## src/hdl/snh_pkg.sv

```systemverilog
package snh_pkg;

  localparam int unsigned ActW      = 2;
  localparam int unsigned CoordW    = 16;
  localparam int unsigned NumCoords = 4;
  localparam int unsigned SlotW     = 12;
  localparam int unsigned TotalW    = 32;
  localparam int unsigned ModeW     = 2;
  localparam int unsigned ExtW      = 13;
  localparam int unsigned InDataW   = ((NumCoords * CoordW + SlotW + 7) / 8) * 8;
  localparam int unsigned OutBits   = TotalW + SlotW + 2;
  localparam int unsigned OutDataW  = ((OutBits + 7) / 8) * 8;
  localparam logic [ExtW-1:0] ExtentReset = 13'd4096;

  typedef enum logic [ActW-1:0] {
    ACT_CLEAR = 2'd0,
    ACT_COUNT = 2'd1,
    ACT_READ  = 2'd2,
    ACT_NOP   = 2'd3
  } action_e;

  typedef enum logic [0:0] {
    REG_SLICE_MODE   = 1'b0,
    REG_SLICE_EXTENT = 1'b1
  } reg_idx_e;

  typedef enum logic [2:0] {
    ST_INIT,
    ST_IDLE,
    ST_READ,
    ST_UPDATE,
    ST_CLEAR,
    ST_DONE
  } state_e;

  typedef struct packed {
    logic latch;
    logic mem_rd;
    logic mem_inc;
    logic sweep;
    logic sweep_all;
    logic out_load;
  } ctrl_cmd_t;

  typedef struct packed {
    action_e in_act;
    logic    in_hit;
    action_e act_q;
    logic    ext_zero;
    logic    sweep_last;
    logic    out_free;
  } ctrl_sts_t;

endpackage

```

## src/hdl/snh_ctrl.sv

```systemverilog
module snh_ctrl
  import snh_pkg::*;
(
  input  logic      clk_i,
  input  logic      rst_ni,
  input  logic      in_valid_i,
  output logic      in_ready_o,
  input  ctrl_sts_t sts_i,
  output ctrl_cmd_t cmd_o
);

  state_e state_q, state_d;

  always_ff @(posedge clk_i or negedge rst_ni) begin
    if (!rst_ni) begin
      state_q <= ST_INIT;
    end else begin
      state_q <= state_d;
    end
  end

  always_comb begin
    state_d = state_q;
    case (state_q)
      ST_INIT: begin
        if (sts_i.sweep_last) begin
          state_d = ST_IDLE;
        end
      end
      ST_IDLE: begin
        if (in_valid_i) begin
          case (sts_i.in_act)
            ACT_CLEAR: state_d = sts_i.ext_zero ? ST_DONE : ST_CLEAR;
            ACT_COUNT: state_d = sts_i.in_hit ? ST_READ : ST_DONE;
            ACT_READ:  state_d = sts_i.in_hit ? ST_READ : ST_DONE;
            default:   state_d = ST_DONE;
          endcase
        end
      end
      ST_READ: begin
        state_d = (sts_i.act_q == ACT_COUNT) ? ST_UPDATE : ST_DONE;
      end
      ST_UPDATE: state_d = ST_DONE;
      ST_CLEAR: begin
        if (sts_i.sweep_last) begin
          state_d = ST_DONE;
        end
      end
      ST_DONE: begin
        if (sts_i.out_free) begin
          state_d = ST_IDLE;
        end
      end
      default: state_d = ST_INIT;
    endcase
  end

  always_comb begin
    cmd_o      = '0;
    in_ready_o = 1'b0;
    case (state_q)
      ST_INIT: begin
        cmd_o.sweep     = 1'b1;
        cmd_o.sweep_all = 1'b1;
      end
      ST_IDLE: begin
        in_ready_o  = 1'b1;
        cmd_o.latch = in_valid_i;
      end
      ST_READ:   cmd_o.mem_rd   = 1'b1;
      ST_UPDATE: cmd_o.mem_inc  = 1'b1;
      ST_CLEAR:  cmd_o.sweep    = 1'b1;
      ST_DONE:   cmd_o.out_load = sts_i.out_free;
      default:   cmd_o = '0;
    endcase
  end

endmodule

```

## config.mk

```make
export PLATFORM = sky130hd
export DESIGN_NAME = snh_ctrl
export DESIGN_NICKNAME = d
export VERILOG_FILES = /design/src/hdl/snh_pkg.sv /design/src/hdl/snh_ctrl.sv
export SDC_FILE = /design/constraint.sdc
export NUM_CORES = 1
export LEC_CHECK = 0
export BUFFER_PORTS_ARGS = -buffer_cell sky130_fd_sc_hd__clkbuf_2
export CAP_MARGIN = 5
export CORE_AREA = 3 3 40 42
export DETAILED_ROUTE_END_ITERATION = 12
export DIE_AREA = 0 0 43 45
export MAX_ROUTING_LAYER = met4
export PLACE_DENSITY_LB_ADDON = 0.08
export SYNTH_ARGS = -nofsm -noshare
export SYNTH_HDL_FRONTEND = slang
export SYNTH_SLANG_ARGS = --single-unit
```

## constraint.sdc

```tcl
create_clock -name clk_i -period 1.8 [get_ports clk_i]
set_clock_uncertainty 0.2 [all_clocks]
set_input_delay 0.27 -clock clk_i [delete_from_list [all_inputs] [get_ports clk_i]]
set_output_delay 0.27 -clock clk_i [all_outputs]
set_load 0.01 [all_outputs]
```

* Word level (Yosys, flattened, before mapping) *
Index checks and enable logic that the tools add are counted.

storage, ports and cells
  flip-flop bits (word level) = 3
  input port bits = 11

operators by class
  equal/unequal tests = 12
  mux-type cells = 16
  reductions and logical operators = 5

operator list
  cell                                                 number
  two-way mux 3 bit                                    6
  one-hot mux 3 bit (6 select lines)                   1
  two-way mux 1 bit                                    8
  inequality test 2 bit, second input constant         4
  equality test 3 x 2 -> 1 bit, second input constant  2
  equality test 3 bit, second input constant           2
  one-hot mux 3 bit (2 select lines)                   1
  equality test 2 x 1 -> 1 bit, second input constant  2
  AND reduction 4 bit                                  1
  OR reduction 2 bit                                   2
  equality test 3 x 1 -> 1 bit, second input constant  1
  logical NOT 3 bit                                    1
  equality test 2 bit, second input constant           1
  logical NOT 2 bit                                    1

* Logic depth before layout (Yosys ltp) *
Gate-level depths: netlist of run 1.

  depth in word-level cells = 5
  depth in mapped cells = 6

* Worst setup path after synthesis of run 1 *
Ideal clock, no wire load.

  path type = input port to flip-flop
  start point = in sts_i[6] (netlist name)
  end point = reg state_q[0]
  arrival time = 1.152 ns
  setup slack = 0.318 ns
  cell stages on the path = 5
  buffers on the path = 0
  cells stage by stage = inv_1 -> ha_1 -> a21o_1 -> a2111oi_2 -> o31ai_1

on the way
  cells in the longest elaborated chain, start to end = 5

ends and longest elaborated chain
  what                                                                        line            text
  start, declared                                                             snh_ctrl.sv:8   input ctrl_sts_t sts_i,
  equality test 2 bit / equality test 2 x 1 -> 1 bit (equally long branches)  snh_ctrl.sv:32  case (sts_i.in_act)
  OR reduction 2 bit (no source line)                                         -
  one-hot mux 3 bit (2 select lines) (*)                                      snh_ctrl.sv:32
  two-way mux 3 bit (*)                                                       snh_ctrl.sv:31  if (in_valid_i) begin
  one-hot mux 3 bit (6 select lines) (*)                                      snh_ctrl.sv:24  case (state_q)
  end signal, assigned                                                        snh_ctrl.sv:18  state_q <= state_d;
  end, declared                                                               snh_ctrl.sv:12  state_e state_q, state_d;

Mark *: on every way between the ends. The rest lies on a longest branch, timed or not. The select of a mux whose other input is x is not followed.
A chain may end at the register's enable or synchronous reset.

==> results of run 1 <==
power by group through the flow:
stage | logic [W] | clock network, W | registers, W
final | 0.000250 | 0.000116 | 0.000161
after global routing | 0.000277 | 0.000130 | 0.000169
after detailed placement | 0.000253 | 0 | 0.000159
after global placement | 0.000256 | 0 | 0.000164
after floorplan | 0.000276 | 0 | 0.000103
after CTS | 0.000255 | 0.000122 | 0.000159
routing by layer:
metal / track usage (%) / vias to the layer above / part of all wire (%)
met5: - / - / 0
met4: 5.42 / 0 / 1.7
met3: 5.18 / 2 / 7.6
met2: 11.7 / 11 / 46
met1: 10.4 / 133 / 45
li1: - / 171 / -
metrics by stage:
| step | util [%] | cells | worst slack [ns] | hold slack (ns) | power (W) |
|---|---|---|---|---|---|
| after detailed placement | 31.5 | 67 | 0.113 | -0.128 | 0.000413 |
| after global placement | 31.5 | 67 | 0.151 | -0.129 | 0.000420 |
| after global routing | 34.5 | 72 | 0.0316 | 0.153 | 0.000576 |
| final | 34.5 | 72 | 0.127 | 0.129 | 0.000527 |
| after floorplan | - | 38 | 0.318 | -0.226 | 0.000379 |
| after CTS | 34.3 | 72 | 0.0520 | 0.135 | 0.000536 |
logic make-up after synthesis:
logic type                 count (synthesis)
buffers and inverters                      7
adders and majority gates                  2
AOI/OAI and AO/OA                          9
DFF                                        3
and+or+nand+nor                           17
worst min path at each step:
stage,from,to,slack [ns],depth (start not counted)
after detailed placement,rst_ni,state_q[2],-0.13,1
after global routing,sts_i[1],state_q[0],0.15,3
after floorplan,rst_ni,state_q[0],-0.23,0
after global placement,rst_ni,state_q[0],-0.13,1
final,sts_i[1],state_q[0],0.13,3
after CTS,sts_i[1],state_q[0],0.13,3
cells in the final DEF (no fill, tap or decap), drive strengths merged, types with 2 or more instances in the layout:
cell    count
inv         4
a21oi       4
ha          2
nor2        8
nand2       2
nor3        2
dfrtp       3
clkbuf     21
cell usage after synthesis, drive strengths merged:
cell type / count
ha: 2
and3: 1
o31ai: 1
a221oi: 1
a2111oi: 1
nand4: 1
and4b: 1
a21oi: 4
dfrtp: 3
nor3: 2
inv: 4
buf: 3
nand2: 2
nor2: 8
o21ai: 1
a21o: 1
nand2b: 1
nor3b: 1
worst max-delay path, stage by stage (launching register included):
cell and delay [ns]:
dfrtp_1 0.55, nor2_1 0.10, and3_1 0.19, clkbuf_2 0.12
area by class of cell:
| cell class | count | area, sq um |
|---|---|---|
| Tap cell | 15 | 18.8 |
| Multi-Input combinational cell | 28 | 210 |
| Inverter | 4 | 15.0 |
| Clock buffer | 4 | 26.3 |
| Sequential cell | 3 | 77.6 |
| Fill cell | 147 | 842 |
| Timing Repair Buffer | 18 | 95.1 |
timing repair:
item                                    in CTS  in global routing
hold endpoints to repair                     3                  0
resized for setup                            0                  2
endpoints found under the setup margin       0                  2
hold buffers                                 1                  0
==> run_results.csv, run 1 <==
group,metric,value,unit
cts,post-cts-setup-buffers,0,
power_and_ir_drop,p_comb_share,47.5,%
critical_path,critPathLaunchType,"flop",
critical_path,critPathCaptureType,"primary output",
critical_path,crit_path_start,"state_q[2]",
critical_path,cp-endpoint,"cmd_o[5]",
synth,synth_compound_area_share,21.8,%
power_and_ir_drop,vdd_drop_max,0.000267,V
critical_path,worstRegToRegCells,4,
placement,portBuffers,17,
synth,yosysSeqAreaShare,22.1,%
synth,syn-num-nets,51,
placement,dpl.hpwl,611,microns
critical_path,crit_type,"reg -> out",
min_path,hp-class,"in -> reg",
route,ant_nets,0,
cts,cts_buffer_depth,2,
power_and_ir_drop,p_leak,0.237,nW
floorplanning,design.core.area,0.00128,sq mm
placement,dpl_cell_area,404,sq um
synth,synth_adder_area_share,7.38,%
sta,rsz0062_at_grt,"no",
cts,cts_buffers,3,
synth,synth_top_cell_by_area,"dfrtp_1",
synth,ys_seq_elements,3,
route,wl,719,microns
finish,top_regs,"state_q: 3 flops",
power_and_ir_drop,clockPowerShare,22.0,%
synth,yosys.area_share.simple,32.8,%
critical_path,required,1.33,ns
sta,finalSetupViolCount,0,
placement,place.gp.congestion,0.621,
synth,synth.area.top_cells,"dfrtp_1 22%, nor2_1 8.9%, ha_1 7.4%",
route,drt-initial-drc-count,1,
synth,synth_top_family_by_area,"simple AND/OR/NAND/NOR gates",
synth,synth_xor_area_share,0,%
sta,timing.fmax,598,MHz
floorplanning,die_area,0.00194,sq mm
finish,final_nets,71,
critical_path,r2r_start,"state_q[2]",
synth,yosys_warnings,0,
status,status,"complete, no violations",
sta,tightest_slew,0.368,ns
grt,grt_max_degree,12,
floorplanning,io_pins,18,
synth,synth.avg_cell_area,8.92,sq um
grt,grt-ovfl-total,0,
grt,grt_pass1_wl,1180,microns
cts,clk_pin_slew,0.03,ns
sta,fin_tns_setup,0,ns
synth,muxShareOfSynthArea,0,%
route,wire_per_inst,9.99,microns
grt,grt_usage,8.94,%
synth,netlist.area_leader.share,22.1,%
power_and_ir_drop,switching_share,42.8,%
finish,largest_reg_flops,3,
floorplanning,fp.dieH,45,microns
grt,grt_antenna_before_repair,0,
cts,clk_latency,0.23,ns
cts,root_buffer,"clkbuf_4",
route,drc,0,
critical_path,r2r_end,"state_q[2]",
floorplanning,start_util,26.4,%
power_and_ir_drop,power_frac_seq,30.5,%
synth,yosys.cell_types.count,22,
sta,finalHoldViolCount,0,
critical_path,cp.arrival,1.20,ns
cts,cts_sinks,3,
sta,relSlewSlack,75.4,%
route,firstDrtPassIters,2,
finish,final_cell_area,443,sq um
cts,cts_tree,"done",
floorplanning,rows,13,
sta,min_period_over_period,92.9,%
synth,syn-cell-area,339,sq um
finish,num_antenna_cells,0,
power_and_ir_drop,power.switching,0.000225,W
route,routed_via_density,4.40,
run,maxCapViolCount,0,
cts,ctsHtreeMaxLevel,1,
route,vias,317,
synth,netlist_instances,38,
finish,drive_above_1_share,52.6,%
sta,timing.final.crit_period,1.67,ns
power_and_ir_drop,internal-power,0.000301,W
critical_path,reg2reg_slack,0.42,ns
floorplanning,die_x,43,microns
finish,area_growth,30.6,%
finish,largest-register,"state_q",
sta,slew_violations,0,
grt,grt_pass1_vias,302,
critical_path,path_max_fanout,9,
power_and_ir_drop,pwr_density_cell,1190,mW/mm^2
Power figures use the tool's default switching activity.
==> inputs of run 2 (changes only) <==
--- a/config.mk
+++ b/config.mk
@@ -7,11 +7,12 @@
 export LEC_CHECK = 0
 export BUFFER_PORTS_ARGS = -buffer_cell sky130_fd_sc_hd__clkbuf_2
 export CAP_MARGIN = 5
-export CORE_AREA = 3 3 40 42
+export CORE_AREA = 2 2 39 41
 export DETAILED_ROUTE_END_ITERATION = 12
-export DIE_AREA = 0 0 43 45
+export DIE_AREA = 0 0 41 43
 export MAX_ROUTING_LAYER = met4
 export PLACE_DENSITY_LB_ADDON = 0.08
+export SLEW_MARGIN = 20
 export SYNTH_ARGS = -nofsm -noshare
 export SYNTH_HDL_FRONTEND = slang
 export SYNTH_SLANG_ARGS = --single-unit
==> run 2 against run 1 <==
  * Global-route usage increased by 0.72 points
  * Count of clock-buffer cells in the layout unchanged
  * Clock power about the same
  * Largest power group unchanged
  * Die area decreased by 8.9%
  * Register-to-register slack got worse by 0.02 ns
  * Sequential power about the same
==> run_results.csv, run 2 (synthesis results as in run 1) <==
group,metric,value,unit
finish,final_nets,71,
sta,tightest_slew,0.370,ns
critical_path,critPathMaxStageDelay,0.55,ns
sta,relSlewSlack,75.3,%
critical_path,required,1.33,ns
cts,ctsHtreeMaxLevel,1,
sta,timing.final.ws_setup,0.123,ns
floorplanning,die_area,0.00176,sq mm
route,firstDrtPassIters,1,
critical_path,path_cells,"nor2_1 > and3_1 > clkbuf_2",
finish,top_regs,"state_q: 3 flops",
finish,largest-register,"state_q",
finish,mostFrequentLayoutCells,"17 x clkbuf_2, 8 x nor2_1, 4 x inv_1, 4 x a21oi_1, 3 x clkbuf_4",
grt,grt_usage,9.66,%
floorplanning,io_pins,18,
grt,grt_pass1_vias,315,
critical_path,cp_top_family,"flip-flops",
power_and_ir_drop,power_frac_seq,30.8,%
critical_path,critPathSlowestCell,"dfrtp_1",
finish,area_growth,31.0,%
route,drc,0,
route,routed_via_density,4.32,
finish,final_common_cell,"clkbuf_2",
critical_path,path_max_fanout,9,
power_and_ir_drop,pwr_density_cell,1190,mW/mm^2
grt,grt_max_degree,12,
power_and_ir_drop,switching_share,42.8,%
critical_path,cp.arrival,1.21,ns
route,drt-initial-drc-count,0,
grt,grt-ovfl-total,0,
floorplanning,die_x,41,microns
floorplanning,rows,14,
power_and_ir_drop,p_comb_share,47.0,%
route,wire_per_inst,9.56,microns
cts,cts_buffer_depth,2,
cts,cts_buffers,3,
power_and_ir_drop,vdd_drop_max,0.000303,V
floorplanning,design.core.area,0.00138,sq mm
cts,post-cts-setup-buffers,0,
grt,use_met3,0,%
run,maxCapViolCount,0,
critical_path,critPathLaunchType,"flop",
power_and_ir_drop,clockPowerShare,22.2,%
finish,largest_reg_flops,3,
status,status,"complete, no violations",
floorplanning,fp.dieH,43,microns
cts,clk_pin_slew,0.04,ns
sta,finalHoldViolCount,0,
cts,root_buffer,"clkbuf_4",
grt,met2_usage,14.7,%
placement,dpl.hpwl,582,microns
finish,num_antenna_cells,0,
grt,met1_usage,10.3,%
sta,slew_violations,0,
critical_path,crit_type,"reg -> out",
sta,timing.final.crit_period,1.68,ns
floorplanning,start_util,24.5,%
cts,cts_sinks,3,
sta,finalSetupViolCount,0,
route,ant_nets,0,
cts,clk_latency,0.23,ns
critical_path,crit_buf_inv,1,
critical_path,critPathCaptureType,"primary output",
grt,grt_pass1_wl,1110,microns
grt,grt_antenna_before_repair,0,
placement,portBuffers,17,
cts,cts_tree,"done",
placement,place.gp.congestion,0.636,
power_and_ir_drop,p_leak,0.237,nW
power_and_ir_drop,power.switching,0.000225,W
route,wl,698,microns
placement,dp_slack,0.122,ns
sta,timing.fmax,596,MHz
min_path,hp-class,"in -> reg",
power_and_ir_drop,internal-power,0.000301,W
route,vias,315,
finish,drive_above_1_share,52.6,%
sta,rsz0062_at_grt,"no",
grt,grt_busiest_layer,"met2",
sta,min_period_over_period,93.2,%
sta,fin_tns_setup,0,ns
[run 2: cell counts in the layout (fill, tap and decap cells not counted)]
Identical to the previous run, type by type.
[run 2: cell type report]
class / count / area (sq um)
Sequential cell: 3 / 77.6
Multi-Input combinational cell: 28 / 210
Tap cell: 16 / 20.0
Fill cell: 162 / 940
Clock buffer: 4 / 26.3
Timing Repair Buffer: 18 / 95.1
Inverter: 4 / 15.0
[run 2: worst register-to-register path: cells and delay by family, from the launching register on]
family | cells | cell delay [ns]
simple gates | 2 | 0.32
flops | 1 | 0.50
compound gates | 2 | 0.28
[run 2: path summary, 6_finish.rpt]
path	from	end	slack (ns)	cells after the start
worst max-delay path	state_q[2]	cmd_o[5]	0.12	3
worst min-delay path	sts_i[1]	state_q[0]	0.12	3
worst max register to register	state_q[2]	state_q[2]	0.40	4
worst min register to register	state_q[1]	state_q[2]	0.47	1
max in group asynchronous	rst_ni	state_q[0]	1.11	2
min in group asynchronous	rst_ni	state_q[1]	0.17	2
[run 2: per-layer routing]
metal | routed length [microns] | vias up
li1 | - | 170
met1 | 291 | 138
met2 | 374 | 7
met3 | 32 | 0
met4 | 0 | 0
met5 | 0 | -
[run 2: what timing repair did]
action	CTS	global route
setup endpoints to repair	0	2
endpoints found under the hold margin	3	0
hold buffers	1	0
resized for setup	0	2
[run 2: power by group through the flow]
stage	clock (W)	combinational, W	sequential (W)
final	0.000117	0.000247	0.000162
after global routing	0.000126	0.000274	0.000172
after floorplan	0	0.000276	0.000103
after global placement	0	0.000254	0.000163
after detailed placement	0	0.000250	0.000161
after CTS	0.000122	0.000253	0.000161
[run 2: through the flow]
stage	instance area, sq um	utilization [%]	total power (W)	hold WS [ns]	instances
CTS	442	31.9	0.000535	0.118	73
detailed placement	405	29.3	0.000411	-0.130	68
global route	444	32.1	0.000573	0.145	73
finish	444	32.1	0.000526	0.116	73
global placement	405	29.3	0.000417	-0.129	68
floorplan	339	-	0.000379	-0.226	38
==> inputs of run 3 (changes only) <==
--- a/config.mk
+++ b/config.mk
@@ -10,6 +10,7 @@
 export CORE_AREA = 2 2 39 41
 export DETAILED_ROUTE_END_ITERATION = 12
 export DIE_AREA = 0 0 41 43
+export HOLD_SLACK_MARGIN = 0.12
 export MAX_ROUTING_LAYER = met4
 export PLACE_DENSITY_LB_ADDON = 0.08
 export SLEW_MARGIN = 20
==> constraint.sdc (replaced) <==
create_clock -name clk_i -period 2 [get_ports clk_i]
set_clock_uncertainty 0.2 [all_clocks]
set_input_delay 0.5 -clock clk_i [delete_from_list [all_inputs] [get_ports clk_i]]
set_output_delay 0.5 -clock clk_i [all_outputs]
set_load 0.01 [all_outputs]
==> run 3 against run 2 <==
  * Combinational power about the same
  * Die area is the same
  * Largest cell class unchanged
  * Clock power shrank 9%
  * Critical endpoint is now in_ready_o
  * First-iteration DRC count rose by 1
  * Highest routed layer is now met4
==> run_results.csv, run 3 (synthesis results as in run 1) <==
group,metric,value,unit
status,status,"complete, no violations",
grt,grt_busiest_layer,"met2",
grt,met1_usage,11.8,%
floorplanning,fp.dieH,43,microns
critical_path,critPathCaptureType,"primary output",
cts,clk_latency,0.23,ns
finish,largest_reg_flops,3,
power_and_ir_drop,finalPower,0.000491,W
grt,grt_antenna_before_repair,0,
sta,min_period_over_period,93.9,%
finish,mostFrequentLayoutCells,"17 x clkbuf_2, 8 x nor2_1, 4 x inv_1, 4 x a21oi_1, 3 x clkbuf_4",
critical_path,path_cells,"inv_1 > nor3_4 > clkbuf_2",
grt,use_met3,0.524,%
critical_path,crit_path_start,"state_q[0]",
cts,ctsHtreeMaxLevel,1,
route,drc,0,
finish,top_regs,"state_q: 3 flops",
route,drt-initial-drc-count,1,
placement,place.gp.congestion,0.632,
critical_path,crit_type,"reg -> out",
sta,relSlewSlack,81.7,%
route,firstDrtPassIters,3,
grt,grt_pass1_wl,1260,microns
grt,met2_usage,16.9,%
power_and_ir_drop,pwr_density_cell,1090,mW/mm^2
sta,finalSetupViolCount,0,
floorplanning,rows,14,
cts,post-cts-setup-buffers,0,
critical_path,r2r_start,"state_q[0]",
power_and_ir_drop,vdd_drop_max,0.000293,V
grt,grt-ovfl-total,0,
cts,clk_pin_slew,0.04,ns
finish,num_antenna_cells,0,
sta,timing.fmax,532,MHz
cts,cts_sinks,3,
finish,final_nets,72,
critical_path,required,1.30,ns
critical_path,crit_buf_inv,2,
cts,root_buffer,"clkbuf_4",
route,routed_via_density,4.55,
power_and_ir_drop,p_leak,0.241,nW
min_path,hold_path_startpoint,"sts_i[1]",
critical_path,critPathSlowestCell,"dfrtp_1",
sta,tightest_slew,0.275,ns
sta,rsz0062_at_grt,"no",
route,wire_per_inst,10.2,microns
floorplanning,die_x,41,microns
sta,timing.final.crit_period,1.88,ns
grt,grt_pass1_vias,331,
floorplanning,design.core.area,0.00138,sq mm
finish,drive_above_1_share,53.4,%
floorplanning,start_util,24.5,%
cts,cts_buffers,3,
critical_path,path_max_fanout,8,
grt,grt_usage,11.6,%
floorplanning,die_area,0.00176,sq mm
cts,cts_buffer_depth,2,
cts,cts_tree,"done",
min_path,hp-class,"in -> reg",
placement,portBuffers,17,
sta,finalHoldViolCount,0,
sta,fin_tns_setup,0,ns
grt,grt_max_degree,12,
placement,dpl.hpwl,626,microns
critical_path,critPathLaunchType,"flop",
finish,area_growth,33.2,%
critical_path,cp.arrival,1.18,ns
finish,final_common_cell,"clkbuf_2",
finish,largest-register,"state_q",
route,ant_nets,0,
run,maxCapViolCount,0,
floorplanning,io_pins,18,
critical_path,critPathMaxStageDelay,0.49,ns
finish,finish.utilization,32.6,%
critical_path,reg2reg_slack,0.49,ns
critical_path,cp_top_family,"flip-flops",
route,vias,337,
route,wl,754,microns
sta,slew_violations,0,
sta,holdWs,0.349,ns
-- run 3: cell types whose count changed in the layout (fill, tap and decap cells not counted) --
cell | previous run | this run
buf_4 | 0 | 1
-- run 3: what timing repair did --
| item | in CTS | in global routing |
|---|---|---|
| hold buffers | 1 | 0 |
| hold endpoints to repair | 3 | 0 |
| resized for setup | 0 | 2 |
| setup endpoints to repair | 0 | 3 |
-- run 3: per-layer routing --
layer  vias up  part of all wire, %
met5         -                    0
li1        171                    -
met2         9                   52
met1       155                   39
met4         0                  2.5
met3         2                  6.0
-- run 3: area by class of cell --
class | count | area (sq um)
clock buffer | 4 | 26.3
inverter | 4 | 15.0
tap | 16 | 20.0
timing repair buffer | 19 | 103
fill | 166 | 932
sequential | 3 | 77.6
multi-input combinational | 28 | 210
-- run 3: per-stage QoR --
step / area (sq um) / instances / setup slack (ns)
2_1_floorplan: 339 / 38 / 0.288
3_3_place_gp: 413 / 69 / 0.108
3_5_place_dp: 413 / 69 / 0.0912
4_1_cts: 449 / 74 / 0.0122
5_1_grt: 452 / 74 / 0.0281
6_report: 452 / 74 / 0.121
-- run 3: final timing paths --
path | cells after the start | to
hold reg to reg | 1 | state_q[1]
setup reg to reg | 4 | state_q[0]
max in group asynchronous | 2 | state_q[1]
setup / recovery | 3 | in_ready_o
hold / removal | 3 | state_q[0]
min in group asynchronous | 2 | state_q[2]
-- run 3: report_power, final --
| part | switching (W) | internal [W] | total [W] |
|---|---|---|---|
| Sequential | 0.0000579 | 0.0000822 | 0.000140 |
| Clock | 0.0000321 | 0.0000748 | 0.000107 |
| Combinational | 0.000120 | 0.000125 | 0.000244 |
| Total | 0.000210 | 0.000282 | 0.000491 |
-- run 3: worst register-to-register path, stage by stage, from the launching register on --
cell and delay [ns]:
dfrtp_1 0.49, buf_4 0.19, nand2_2 0.05, a2111oi_2 0.33, o31ai_1 0.12
